$ cat src/rtl/core/g24c_pkg.sv
// Shared types, generator table and parity helpers for the extended Golay (24,12) codec.
// No dependencies; imported by the front, back and top-level modules and by the testbench.
`default_nettype none

package g24c_pkg;

	localparam int DataW = 12;
	localparam int WordW = 24;
	localparam int DistW = 5;

	localparam logic [DistW-1:0] DIST_FAIL = 5'd4;

	typedef enum logic {
		OP_ENCODE = 1'b0,
		OP_DECODE = 1'b1
	} op_t;

	// Queue entry: syn holds the parity bits on encode, the syndrome on decode.
	typedef struct packed {
		op_t              op;
		logic [DataW-1:0] data;
		logic [DataW-1:0] syn;
	} mid_t;

	typedef struct packed {
		logic [WordW-1:0] word_out;
		logic [DistW-1:0] distance;
		logic             failed;
	} res_t;

	// Low 12 bits of each generator row; row 0 drives parity bit 11 (word bit 23).
	localparam logic [DataW-1:0] GEN_ROWS [DataW] = '{
		12'h8ED, 12'h1DB, 12'h3B5, 12'h769,
		12'hED1, 12'hDA3, 12'hB47, 12'h68F,
		12'hD1D, 12'hA3B, 12'h477, 12'hFFE
	};

	function automatic logic [3:0] pop12(input logic [DataW-1:0] v);
		logic [2:0] n0;
		logic [2:0] n1;
		logic [2:0] n2;
		n0 = 3'(v[0]) + 3'(v[1]) + 3'(v[2]) + 3'(v[3]);
		n1 = 3'(v[4]) + 3'(v[5]) + 3'(v[6]) + 3'(v[7]);
		n2 = 3'(v[8]) + 3'(v[9]) + 3'(v[10]) + 3'(v[11]);
		return 4'(n0) + 4'(n1) + 4'(n2);
	endfunction

	// Parity bits of a data word, in codeword order.
	function automatic logic [DataW-1:0] enc_par(input logic [DataW-1:0] d);
		logic [DataW-1:0] p;
		for (int i = 0; i < DataW; i++) begin
			p[DataW-1-i] = ^(GEN_ROWS[i] & d);
		end
		return p;
	endfunction

	// Syndrome of a single error at data bit j.
	function automatic logic [DataW-1:0] col_syn(input int j);
		logic [DataW-1:0] s;
		for (int i = 0; i < DataW; i++) begin
			s[DataW-1-i] = GEN_ROWS[i][j];
		end
		return s;
	endfunction

	// Transposed product: maps a syndrome onto the data half.
	function automatic logic [DataW-1:0] tr_mul(input logic [DataW-1:0] s);
		logic [DataW-1:0] q;
		for (int j = 0; j < DataW; j++) begin
			q[j] = ^(col_syn(j) & s);
		end
		return q;
	endfunction

endpackage

`default_nettype wire

$ cat src/rtl/core/g24c_fifo.sv
// Small register-based queue used between front and back and on the result side.
// Depends on nothing; width and depth come from the instantiating module.
`default_nettype none

module g24c_fifo #(
	parameter int WIDTH = 8,
	parameter int DEPTH = 2
) (
	input  logic             clk,
	input  logic             arst_n,
	input  logic             push,
	input  logic [WIDTH-1:0] wr_data,
	input  logic             pop,
	output logic [WIDTH-1:0] rd_data,
	output logic             full,
	output logic             empty
);

	localparam int AW = (DEPTH > 1) ? $clog2(DEPTH) : 1;
	localparam int CW = $clog2(DEPTH + 1);

	logic [WIDTH-1:0] mem_q [DEPTH];
	logic [AW-1:0]    wr_ptr_q;
	logic [AW-1:0]    rd_ptr_q;
	logic [CW-1:0]    count_q;
	logic             do_push;
	logic             do_pop;

	assign full    = (count_q == CW'(DEPTH));
	assign empty   = (count_q == '0);
	assign do_push = push & ~full;
	assign do_pop  = pop & ~empty;
	assign rd_data = mem_q[rd_ptr_q];

	always_ff @(posedge clk) begin
		if (do_push) begin
			mem_q[wr_ptr_q] <= wr_data;
		end
	end

	always_ff @(posedge clk or negedge arst_n) begin
		if (!arst_n) begin
			wr_ptr_q <= '0;
			rd_ptr_q <= '0;
			count_q  <= '0;
		end else begin
			if (do_push) begin
				wr_ptr_q <= (wr_ptr_q == AW'(DEPTH - 1)) ? '0 : wr_ptr_q + AW'(1);
			end
			if (do_pop) begin
				rd_ptr_q <= (rd_ptr_q == AW'(DEPTH - 1)) ? '0 : rd_ptr_q + AW'(1);
			end
			if (do_push && !do_pop) begin
				count_q <= count_q + CW'(1);
			end else if (do_pop && !do_push) begin
				count_q <= count_q - CW'(1);
			end
		end
	end

endmodule

`default_nettype wire

$ cat src/rtl/core/g24c_front.sv
// Front end: classifies an incoming item and forms parity or syndrome for the queue.
// Depends on g24c_pkg.
`default_nettype none

module g24c_front (
	input  logic                   opcode,
	input  logic [23:0]            word_in,
	output g24c_pkg::mid_t         item
);

	import g24c_pkg::*;

	logic [DataW-1:0] par;

	always_comb begin
		par       = enc_par(word_in[DataW-1:0]);
		item.op   = op_t'(opcode);
		item.data = word_in[DataW-1:0];
		item.syn  = (op_t'(opcode) == OP_DECODE) ? (par ^ word_in[WordW-1:DataW]) : par;
	end

endmodule

`default_nettype wire

$ cat src/rtl/core/g24c_back.sv
// Back end: builds the codeword or corrects up to three errors from the syndrome.
// Depends on g24c_pkg.
`default_nettype none

module g24c_back (
	input  g24c_pkg::mid_t item,
	output g24c_pkg::res_t res
);

	import g24c_pkg::*;

	logic [DataW-1:0] q;
	logic [DataW-1:0] ed;
	logic [3:0]       ws;
	logic [3:0]       wq;
	logic [3:0]       w2 [DataW];
	logic [3:0]       w4 [DataW];
	logic [DistW-1:0] err_dist;
	logic             hit;

	// A pattern of weight three or less is unique per coset, so all hits agree.
	always_comb begin
		q        = tr_mul(item.syn);
		ws       = pop12(item.syn);
		wq       = pop12(q);
		hit      = 1'b0;
		ed       = '0;
		err_dist = '0;
		if (ws <= 4'd3) begin
			hit      = 1'b1;
			err_dist = err_dist | DistW'(ws);
		end
		if (wq <= 4'd3) begin
			hit      = 1'b1;
			ed       = ed | q;
			err_dist = err_dist | DistW'(wq);
		end
		for (int j = 0; j < DataW; j++) begin
			w2[j] = pop12(item.syn ^ col_syn(j));
			if (w2[j] <= 4'd2) begin
				hit      = 1'b1;
				ed[j]    = 1'b1;
				err_dist = err_dist | (DistW'(w2[j]) + DistW'(1));
			end
		end
		for (int i = 0; i < DataW; i++) begin
			w4[i] = pop12(q ^ GEN_ROWS[i]);
			if (w4[i] <= 4'd2) begin
				hit      = 1'b1;
				ed       = ed | (q ^ GEN_ROWS[i]);
				err_dist = err_dist | (DistW'(w4[i]) + DistW'(1));
			end
		end

		if (item.op == OP_ENCODE) begin
			res.word_out = {item.syn, item.data};
			res.distance = '0;
			res.failed   = 1'b0;
		end else if (!hit) begin
			res.word_out = '0;
			res.distance = DIST_FAIL;
			res.failed   = 1'b1;
		end else begin
			res.word_out = {{(WordW-DataW){1'b0}}, item.data ^ ed};
			res.distance = err_dist;
			res.failed   = 1'b0;
		end
	end

endmodule

`default_nettype wire

$ cat src/rtl/core/golay24_codec_unit.sv
// Extended Golay (24,12) codec: encodes 12 data bits into a 24-bit codeword, or decodes a
// received word by syndrome, correcting up to three bit errors and flagging four as failed.
// One item per clock is taken while full is low, one result per clock given out while pop
// is high and empty is low. Results pass both queues: the front computes parity or syndrome
// into a MID_DEPTH-entry queue, and the back corrects into an OUT_DEPTH-entry result queue.
// Either side may stall alone; full rises only when the front queue holds MID_DEPTH items.
// Depends on g24c_pkg, g24c_fifo, g24c_front and g24c_back.
`default_nettype none

module golay24_codec_unit #(
	parameter int MID_DEPTH = 4,
	parameter int OUT_DEPTH = 2
) (
	input  logic        clk,
	input  logic        arst_n,
	input  logic        push,
	output logic        full,
	input  logic        opcode,
	input  logic [23:0] word_in,
	output logic        empty,
	input  logic        pop,
	output logic [23:0] word_out,
	output logic [4:0]  distance,
	output logic        failed
);

	import g24c_pkg::*;

	localparam int MidW = $bits(mid_t);
	localparam int ResW = $bits(res_t);

	mid_t            front_item;
	mid_t            back_item;
	res_t            back_res;
	res_t            out_res;
	logic [MidW-1:0] mid_rd;
	logic [ResW-1:0] out_rd;
	logic            mid_empty;
	logic            out_full;
	logic            back_go;

	g24c_front u_front (
		.opcode  (opcode),
		.word_in (word_in),
		.item    (front_item)
	);

	g24c_fifo #(
		.WIDTH (MidW),
		.DEPTH (MID_DEPTH)
	) u_mid_fifo (
		.clk     (clk),
		.arst_n  (arst_n),
		.push    (push),
		.wr_data (MidW'(front_item)),
		.pop     (back_go),
		.rd_data (mid_rd),
		.full    (full),
		.empty   (mid_empty)
	);

	assign back_item = mid_t'(mid_rd);
	assign back_go   = ~mid_empty & ~out_full;

	g24c_back u_back (
		.item (back_item),
		.res  (back_res)
	);

	g24c_fifo #(
		.WIDTH (ResW),
		.DEPTH (OUT_DEPTH)
	) u_out_fifo (
		.clk     (clk),
		.arst_n  (arst_n),
		.push    (back_go),
		.wr_data (ResW'(back_res)),
		.pop     (pop),
		.rd_data (out_rd),
		.full    (out_full),
		.empty   (empty)
	);

	assign out_res  = res_t'(out_rd);
	assign word_out = out_res.word_out;
	assign distance = out_res.distance;
	assign failed   = out_res.failed;

`ifndef SYNTHESIS
	a_fail_dist: assert property (@(posedge clk) disable iff (!arst_n)
		!empty |-> (failed == (distance == DIST_FAIL)))
		else $error("failed flag disagrees with distance");

	a_fail_zero: assert property (@(posedge clk) disable iff (!arst_n)
		(!empty && failed) |-> (word_out == '0))
		else $error("failed result carries data");

	a_dist_range: assert property (@(posedge clk) disable iff (!arst_n)
		!empty |-> (distance <= DIST_FAIL))
		else $error("distance beyond covering radius");

	a_back_flow: assert property (@(posedge clk) disable iff (!arst_n)
		(!mid_empty && !out_full) |=> !empty)
		else $error("back transfer lost before result queue");
`endif

endmodule

`default_nettype wire

$ cat config.mk
export PLATFORM = sky130hd
export DESIGN_NAME = golay24_codec_unit
export DESIGN_NICKNAME = d
export VERILOG_FILES = /design/src/rtl/core/g24c_pkg.sv /design/src/rtl/core/g24c_fifo.sv /design/src/rtl/core/g24c_front.sv /design/src/rtl/core/g24c_back.sv /design/src/rtl/core/golay24_codec_unit.sv
export SDC_FILE = /design/constraint.sdc
export NUM_CORES = 1
export LEC_CHECK = 0
export BUFFER_PORTS_ARGS = -buffer_cell sky130_fd_sc_hd__buf_2
export CORE_ASPECT_RATIO = 0.75
export CORE_UTILIZATION = 43
export DETAILED_ROUTE_END_ITERATION = 7
export PLACE_DENSITY = 0.6
export SLEW_MARGIN = 20
export SYNTH_ARGS = -nofsm -noshare
export SYNTH_HDL_FRONTEND = slang
export SYNTH_SLANG_ARGS = --single-unit
$ cat constraint.sdc
create_clock -name clk -period 14.1 [get_ports clk]
set_input_delay 1.41 -clock clk [delete_from_list [all_inputs] [get_ports clk]]
set_output_delay 1.41 -clock clk [all_outputs]
set_load 0.005 [all_outputs]
# Word-level counts from Yosys, hierarchy flattened
# Memories as Yosys holds them, arrays and structs flattened.
# Cells that the tools add are included.
# op_classes
n_addsub	306
n_lt_le_gt_ge	26
n_eq_ne	4
n_mux	92
bitwise_logic	72
reduce_logical	36
# op_table
op	n
adder 3 x 1 -> 3 bit	152
parity 12 bit	24
two-way mux 12 bit	14
inverter 7 bit	22
OR 12 bit	12
adder 1 x 1 -> 2 bit	70
two-way mux 5 bit	25
adder 4 x 1 -> 5 bit, second input constant	24
OR 5 bit	24
adder 3 x 3 -> 4 bit	26
adder 4 x 3 -> 4 bit	26
less-or-equal comparator 4 x 2 -> 1 bit, second input constant	26
two-way mux 1 bit	44
two-way mux 30 bit	1
bitwise XOR 12 bit	2
inverter 11 bit	2
two-way mux 18 bit	1
two-way mux 2 bit	4
adder 2 x 1 -> 2 bit, second input constant	3
equality test 2 bit, second input constant	3
two-way mux 3 bit	2
AND 1 bit	5
OR 5 x 4 -> 5 bit	1
logical AND 1 bit	4
other kinds (11)	19
# totals
register_bits	11
ram_bits	160
input_bits	29
output_inout_bits	32
mem_count	2
# mem_list
name	depth	width	rd	rd_ports_with_merged_regs	write_ports	line	rtl
u_mid_fifo.mem_q	4	25	1	0	1	g24c_fifo.sv:22	logic [WIDTH-1:0] mem_q [DEPTH];
u_out_fifo.mem_q	2	30	1	0	1	g24c_fifo.sv:22	

# Logic depth before layout (Yosys ltp)
# An unclocked memory read counts as a cell.
# depth
ltp_word	60
mapped_depth	29
depth_no_buf	25

# Modules after synthesis
# From an unflattened synthesis, not the netlist that was laid out.
# hier_totals
hier_cells	1403
hier_area_um2	16905.0
# modules_own_cells
module	instances	cells_each	area_per_inst_um2
g24c_back	1	1043	9546.7
g24c_fifo (u_mid_fifo)	1	168	4057.6
g24c_fifo (u_out_fifo)	1	112	2481.1
g24c_front	1	79	815.8
golay24_codec_unit	1	1	3.8

# Least setup slack after synthesis
# No wires, ideal clock.
# synth_path
path_kind	reg-to-reg
from	register u_mid_fifo.rd_ptr_q[0]
to	memory u_out_fifo.mem_q[0][17] in the netlist's numbering, data pin
setup_time_ps	279
arrival_time_ps	7278
required_time_ps	13821
path_slack_ps	6543
stages_incl_launch_ff	30
n_path_buf	4
path_cell_list	dfrtp_1 > buf_6 > buf_8 > mux4_2 > inv_1 > ha_1 > inv_1 > fa_1 > inv_1 > xnor2_1 > xnor2_1 > ha_1 > inv_1 > ha_1 > inv_1 > fa_1 > inv_1 > fa_1 > ha_1 > inv_1 > fa_1 > xor2_1 > and2_1 > clkbuf_1 > nor4_1 > nand4_1 > nor3_1 > buf_1 > nand3b_1 > o311ai_1
# synth_rtl
element	line	rtl
start, declared	g24c_fifo.sv:24	logic [AW-1:0] rd_ptr_q;
start signal, assigned	g24c_fifo.sv:51	rd_ptr_q <= (rd_ptr_q == AW'(DEPTH - 1)) ? '0 : rd_ptr_q + AW'(1);
end, declared	g24c_fifo.sv:22	

==> out/qor.csv <==
stage,metric,value,unit
critical_path,slowest_stage,mux4_1,
routing,drt_iter0_markers,832,
die,rows,59,
placed_design,dpl.hpwl,33000,µm
timing,skew,0.0132,ns
yosys,async_flop_share,6.43,%
cells_and_area,seq_area,0.00508,mm²
yosys,synth_edf_count,160,
die,initial_core_util,44.2,%
clock_network,path_clk_slew,0.07,ns
yosys,synth_compound_area_share,3.12,%
routing,wl_per_cell,21.9,µm
yosys,syn_avg_cell_area,12.1,µm²
run_status,status,"complete, no violations",
timing,tns,0,ns
timing,max_freq,0.118,GHz
global_route,grt.total_usage,22.9,%
critical_path,path_class,flop to flop,
yosys,synth_top_family_by_area,adder cells,
timing,layout_min_cycle_time,8.48,ns
critical_path,crit_family,adder cells,
global_route,grt_pass1_vias,9867,
clock_network,cts_hold_buffers,0,
yosys,yosys_warnings,0,
yosys,yosysSeqAreaShare,32.7,%
global_route,use_met3,5.77,%
placed_design,place_congestion,0.989,
routing,first_pass_iters,6,
yosys,synth_adder_area_share,35.6,%
cells_and_area,drive_gt1_share,14.2,%
die,ios,61,
global_route,met2_usage,30.7,%
cells_and_area,syn2layout_area_growth,10.7,%
placed_design,place.port_buffers,60,
routing,drc,0,
yosys,synth_area,0.0155,mm²
critical_path,path_common_cell,inv_1,
critical_path,slowest_delay,0.81,ns
clock_network,h-tree-depth,4,
cells_and_area,fin_nets,1745,
clock_network,clk_latency,0.43,ns
yosys,synth_top_area_share,30.9,%
clock_network,clock_sinks,171,
yosys,synth_mux_area_share,6.83,%
clock_network,cts_setup_buffers,0,
timing,worstMarginPinSlew,0.981,ns
timing,setup_viol,0,
clock_network,tritoncts,built,
yosys,ys_top_cells_by_area,"edfxtp_1 (31%), fa_1 (21%), ha_1 (14%)",
die,design.core.area,0.0351,mm²
timing,rsz0062_at_grt,false,
global_route,busiest_layer,met1,
die,die_w,221,µm
routing,ant_nets,0,
critical_path,critical_path_required,14.32,ns
cells_and_area,nFillCells,3186,
timing,hold_viol,0,
hold_path,hold_path_class,flop to flop,
yosys,synth_ff_type,edfxtp_1,
die,die_h,167,µm
yosys,synth-xor-area-share,7.55,%
yosys,yosys.area_share.simple,6.80,%
clock_network,cts_buffers,17,
critical_path,endpoint_kind,flop,
global_route,antenna_found_initial,1,
routing,vias,9615,
timing,max_slew_margin,34.1,%
global_route,grt_max_degree,40,
cells_and_area,multi_input_area,0.00934,mm²
global_route,grt_pass1_wl,62400,µm
critical_path,path_buf_inv,8,
cells_and_area,antenna_cells,0,
die,dieArea,0.0369,mm²
clock_network,cts.repair.resized,0,
critical_path,startpoint_type,flop,
clock_network,clockRootBuffer,clkbuf_16,
critical_path,arrival,8.69,ns
yosys,netlist_instances,1280,
timing,post-route-period-util,60.1,%
critical_path,crit_fanout,29,
run,cap_violations,0,
routing,routed_wirelength,40300,µm
routing,vias_per_cell,5.22,
yosys,synth-seq-cells,171,
timing,drv_slew,0,
yosys,synth_cell_types,56,
global_route,use_met1,37.0,%
global_route,grt_remaining_overflow,0,
clock_network,clock_path_buffers,2,
yosys,yosys.area.top_type,edfxtp_1,
[metrics by stage]
step | instance area, µm² | worst slack [ns] | utilization, % | hold slack [ns] | std cells
2_1_floorplan | 15500 | 6.54 | - | 0.456 | 1283
3_3_place_gp | 16600 | 5.48 | 47.2 | 0.474 | 1811
3_5_place_dp | 16600 | 5.32 | 47.2 | 0.480 | 1811
4_1_cts | 17200 | 5.32 | 48.9 | 0.491 | 1843
5_1_grt | 17200 | 4.93 | 49.0 | 0.516 | 1843
6_report | 17200 | 5.62 | 49.0 | 0.491 | 1843
[cell usage after synthesis (2+ instances only)]
cell	number
a221oi_1	7
xor2_1	44
nand4_1	10
xnor2_1	81
clkbuf_1	10
ha_1	178
buf_2	3
and2_1	17
nand2_1	31
inv_1	274
or3_1	3
o21ai_0	11
xnor2_2	2
buf_1	7
o311ai_1	2
mux2_4	2
nor2_1	33
o221a_2	2
mux2_2	34
dfrtp_1	11
nor3_1	38
a221o_1	2
nor2b_1	26
a22o_1	5
nand4b_1	4
nand3b_1	2
a22oi_1	23
nor4_1	9
nand3_1	18
fa_1	165
mux4_2	22
mux4_1	2
a21oi_1	8
mux2i_1	10
or4b_1	3
o21ai_1	2
edfxtp_1	160
[area by class of cell]
class,count,area share (%)
clock inverter,15,1.15
inverter,275,6.01
sequential,171,29.5
multi-input combinational,814,54.3
timing repair buffer,94,3.23
clock buffer,17,2.47
tap,457,3.32
[routing by layer]
metal	share of wire, %	vias to the layer above	wire (µm)
li1	-	4373	-
met1	51	4900	20700
met2	40	312	16000
met3	8.0	30	3240
met4	1.1	0	428
met5	0	-	0
[state kept, by name, indices dropped and copies added (netlist names)]
| name | count |
|---|---|
| u_mid_fifo.count_q | 3 |
| u_mid_fifo.mem_q | 100 |
| u_mid_fifo.rd_ptr_q | 2 |
| u_mid_fifo.wr_ptr_q | 2 |
| u_out_fifo.count_q | 2 |
| u_out_fifo.mem_q | 60 |
| u_out_fifo.rd_ptr_q | 1 |
| u_out_fifo.wr_ptr_q | 1 |
[cells in the final DEF (no fill, tap or decap), types with 9 or more instances in the layout]
cell and instances:
dfrtp_1 10, edfxtp_1 160, xor2_1 44, and2_1 17, mux2_2 34, nor4_1 9, nor3_1 36, o21ai_0 10
fa_1 165, mux2i_1 10, ha_1 178, mux4_2 22, nor2b_1 26, xnor2_1 81, nand3_1 18, buf_2 60
buf_4 34, nand4_1 10, nand2_1 31, clkbuf_16 17, nor2_1 32, a22oi_1 23, inv_1 274
[kinds of logic (layout without fill, tap and decap cells)]
logic type / count (synthesis) / count (layout)
adder cells (fa/ha/maj): 343 / 343
buffers and inverters: 298 / 401
AND/OR/NAND/NOR: 201 / 201
flip-flops: 171 / 171
XOR/XNOR: 129 / 129
multiplexers: 70 / 70
AO/OA/AOI/OAI: 67 / 67
other: 1 / 4
[final timing paths]
kind                                                    start                                  to  slack (ns)  depth (start not counted)
hold reg to reg             u_mid_fifo.count_q[2]$_DFFE_PN0P_   u_mid_fifo.count_q[2]$_DFFE_PN0P_        0.49                          1
setup reg to reg           u_mid_fifo.rd_ptr_q[0]$_DFFE_PN0P_    u_out_fifo.mem_q[0][6]$_DFFE_PP_        5.62                         27
setup / recovery           u_mid_fifo.rd_ptr_q[0]$_DFFE_PN0P_    u_out_fifo.mem_q[0][6]$_DFFE_PP_        5.62                         27
min in group asynchronous                              arst_n  u_mid_fifo.wr_ptr_q[0]$_DFFE_PN0P_        0.85                          1
hold / removal              u_mid_fifo.count_q[2]$_DFFE_PN0P_   u_mid_fifo.count_q[2]$_DFFE_PN0P_        0.49                          1
max in group asynchronous                              arst_n  u_mid_fifo.rd_ptr_q[0]$_DFFE_PN0P_       13.01                          1
Power is not shown: default switching activity piles up to over one toggle a cycle in this logic, so the estimate is an artifact.
